## src/rtl/core/wshc_pkg.sv

```systemverilog
// ----------------------------------------------------------------------------
// wshc_pkg
// Constants and shared types for the case-folding word string hash.
// ----------------------------------------------------------------------------
package wshc_pkg;

  // Word-wise lane constants
  localparam logic [31:0] LANE_ONES    = 32'h0101_0101;
  localparam logic [31:0] LANE_HIGHS   = 32'h8080_8080;
  localparam logic [31:0] BACKSLASH_X4 = 32'h5C5C_5C5C;
  localparam logic [31:0] CASE_MASK    = 32'hDFDF_DFDF;
  localparam logic [31:0] FOLD_SUB     = 32'd45;

  // Hash multipliers, split into halves of at most 32 bits
  localparam logic [31:0] K1_LO = 32'hC4D9_6501;
  localparam logic [11:0] K1_HI = 12'hFB8;
  localparam logic [31:0] K2    = 32'h0633_D5F1;
  localparam logic [31:0] K3_LO = 32'h12AA_7333;
  localparam logic [23:0] K3_HI = 24'hAE_5028;

  localparam int unsigned MIX_W = 40;  // 64-bit product shifted right by 24

  typedef struct packed {
    logic             term;    // word holds the terminating zero byte
    logic [1:0]       nvalid;  // bytes kept before the zero
    logic [MIX_W-1:0] mix;     // (K1 * masked word) >> 24
  } fold_t;

endpackage

```

## src/rtl/core/wshc_fold.sv

```systemverilog
// ----------------------------------------------------------------------------
// wshc_fold
// Folds one word (backslash adjust, case clear), finds the terminating zero
// byte and forms the K1 mix of the kept bytes.
// ----------------------------------------------------------------------------
module wshc_fold (
  input  logic [31:0]      word_i,
  output wshc_pkg::fold_t  fold_o
);

  logic [31:0] x;
  logic [31:0] detect;
  logic [31:0] folded;
  logic [31:0] zflags;
  logic [31:0] low;
  logic [31:0] keep;
  logic [31:0] masked;
  logic [63:0] kp_lo;
  logic [31:0] kp_hi;
  logic [63:0] prod;
  logic [1:0]  nvalid;

  // Borrows between lanes are part of the function: keep full-word arithmetic
  assign x      = word_i ^ wshc_pkg::BACKSLASH_X4;
  assign detect = (~x >> 7) & ((x - wshc_pkg::LANE_ONES) >> 7) & wshc_pkg::LANE_ONES;
  assign folded = (word_i - 32'(detect * wshc_pkg::FOLD_SUB)) & wshc_pkg::CASE_MASK;

  assign zflags = ~word_i & (word_i - wshc_pkg::LANE_ONES) & wshc_pkg::LANE_HIGHS;
  assign low    = zflags & (32'd0 - zflags);
  // With no zero byte, low is zero and keep is all ones
  assign keep   = low - 32'd1;
  assign masked = folded & keep;

  always_comb begin
    if (zflags[7]) begin
      nvalid = 2'd0;
    end else if (zflags[15]) begin
      nvalid = 2'd1;
    end else if (zflags[23]) begin
      nvalid = 2'd2;
    end else begin
      nvalid = 2'd3;
    end
  end

  // K1 * masked mod 2^64, split into two narrow products
  assign kp_lo = masked * wshc_pkg::K1_LO;
  assign kp_hi = masked * 32'(wshc_pkg::K1_HI);
  assign prod  = kp_lo + {kp_hi, 32'h0};

  assign fold_o.term   = (zflags != 32'd0);
  assign fold_o.nvalid = nvalid;
  assign fold_o.mix    = prod[63:64-wshc_pkg::MIX_W];

endmodule

```

## config.mk

```make
export PLATFORM = sky130hd
export DESIGN_NAME = wshc_fold
export DESIGN_NICKNAME = d
export VERILOG_FILES = /design/src/rtl/core/wshc_pkg.sv /design/src/rtl/core/wshc_fold.sv
export SDC_FILE = /design/constraint.sdc
export NUM_CORES = 1
export LEC_CHECK = 0
export BUFFER_PORTS_ARGS = -buffer_cell sky130_fd_sc_hd__buf_2
export CAP_MARGIN = 25
export CELL_PAD_IN_SITES_DETAIL_PLACEMENT = 1
export CELL_PAD_IN_SITES_GLOBAL_PLACEMENT = 1
export CORE_ASPECT_RATIO = 0.6
export CORE_MARGIN = 8
export CORE_UTILIZATION = 35
export DETAILED_ROUTE_END_ITERATION = 12
export PLACE_DENSITY = 0.61
export SETUP_SLACK_MARGIN = 0.4
export SYNTH_ARGS = -nofsm -noshare
export SYNTH_HDL_FRONTEND = slang
export SYNTH_SLANG_ARGS = --single-unit
```

## constraint.sdc

```tcl
create_clock -name vclk -period 31.2
set_input_delay 1.56 -clock vclk [all_inputs]
set_output_delay 1.56 -clock vclk [all_outputs]
set_load 0.1 [all_outputs]
```

==> reports/metrics.csv <==
metric,value,unit
first_pass_iters,5,
slew_headroom,21.5,%
cts_setup_buffers,0,
clkbuf_count,0,
ys_warn_count,0,
drv_cap,0,
post_cts_resized,0,
fmax,63.0,MHz
io_pins,75,
syn_area,19800,sq um
setup_slack,15.32,ns
ys_top_cells_by_count,"inv_1 (692), ha_1 (462), fa_1 (375)",
drive_above_1_share,5.70,%
ant_nets,0,
tightest_slew,1.17,ns
die_x,323,um
vias,14300,
crit_fanout,12,
crit_family,adder cells,
final_nets,3081,
synth_most_common_cell,inv_1,
die_y,200,um
ff_latch_area,0,sq um
synth_top_area_share,38.0,%
ys_types,75,
min_period_over_period,50.9,%
grt_max_degree,16,
viasPerCell,4.83,
slew_violations,0,
setup_viol,0,
n_fill_cell,6585,
dieArea,64500,sq um
critPathBufInv,9,
slowest_delay,0.79,ns
grt_pass1_vias,16300,
hold_viol,0,
cp-end-kind,output port,
outcome,completed,
start_util,35.4,%
numPortBuffers,75,
core_area,55800,sq um
path_common_cell,ha_1,
cpMaxStageDelayCell,xor2_1,
diodes,0,
hp-class,in2out,
finalSetupTns,0,ns
design.seq.count,0,
yosysTopAreaCell,fa_1,
critical_path_class,in2out,
wirelength,61700,um
drcViolationCount,0,
fin_crit,15.88,ns
rsz0062_at_grt,no,
syn2layout_area_growth,7.34,%
grt.total_usage,19.8,%
place_ws,15.25,ns
antenna_found_initial,0,
synth_area_per_cell,9.30,sq um
gp_congestion,0.898,
num_rows,67,
hpwl,57200,um
drt_iter0_drc,950,
synthCells,2124,
post_drt_wl_per_cell,20.8,um
grt_overflow_total,0,
worst_setup_path_start_kind,input pin,
ys_seq_area_share,0,%
critPathRequiredTime,29.64,ns
postCtsHoldBufs,0,
grt_pass1_wl,98000,um
worst_ep_arrival_time,14.32,ns
synth_area_leaders,"fa_1 (38%), ha_1 (29%), inv_1 (13%), xnor2_1 (3.1%), a21oi_1 (1.7%)",
worst min-delay path, stage by stage:
cell,delay (ns)
buf_2,0.10
nor4_1,0.04
nand3_1,0.09
nand2_1,0.12
buf_2,0.32
metal layers:
metal	vias to the layer above	global-route usage [%]	share of wire (%)
met5	-	0	0
met3	9	5.73	8.9
met4	0	0.362	0.17
li1	6698	-	-
met1	7325	31.4	53
met2	310	27.5	38
cells in the final DEF (no fill, tap or decap), types with 10 or more instances in the layout:
| cell | n |
|---|---|
| nand3_1 | 13 |
| nor2b_1 | 15 |
| nor3_1 | 15 |
| ha_1 | 462 |
| a21oi_1 | 68 |
| o21ai_0 | 24 |
| nand4_1 | 15 |
| xnor2_1 | 69 |
| buf_2 | 75 |
| nand2b_1 | 18 |
| a21o_1 | 40 |
| buf_4 | 17 |
| o21bai_1 | 10 |
| and2_1 | 10 |
| inv_1 | 692 |
| xor2_1 | 37 |
| fa_1 | 375 |
| o21ai_1 | 13 |
| nor2_1 | 45 |
| nand2_1 | 66 |
stage by stage:
step / util (%) / cells / cell area [sq um] / hold WS, ns
after floorplan: - / 2125 / 19800 / 3.76
after global placement: 37.9 / 2967 / 21200 / 3.77
after detailed placement: 38.0 / 2968 / 21200 / 3.77
after CTS: 38.0 / 2968 / 21200 / 3.77
after global routing: 38.0 / 2969 / 21200 / 3.82
final: 38.0 / 2969 / 21200 / 3.79
worst paths after layout:
kind | startpoint | end | depth (start not counted)
worst max-delay path | word_i[7] | fold_o[38] | 42
worst min-delay path | word_i[24] | fold_o[42] | 5
layout make-up:
class	count	area (sq um)	share of cell area, %
inverters	695	2610	12.3
multi-input cells	1423	17100	80.8
well taps	759	950	4.48
repair buffers	92	503	2.37
cell families (layout without fill, tap and decap cells):
logic type	Yosys count	count (layout)	share of synthesized area (%)
XOR/XNOR	110	110	5.02
buffers and inverters	702	787	13.3
AO/OA/AOI/OAI	225	225	7.81
adder cells (fa/ha/maj)	837	837	67.3
multiplexers	3	3	0.152
other	1	2	0.0190
AND/OR/NAND/NOR	246	246	6.38
Power is not shown: default switching activity piles up to over one toggle a cycle in this logic, so the estimate is an artifact.
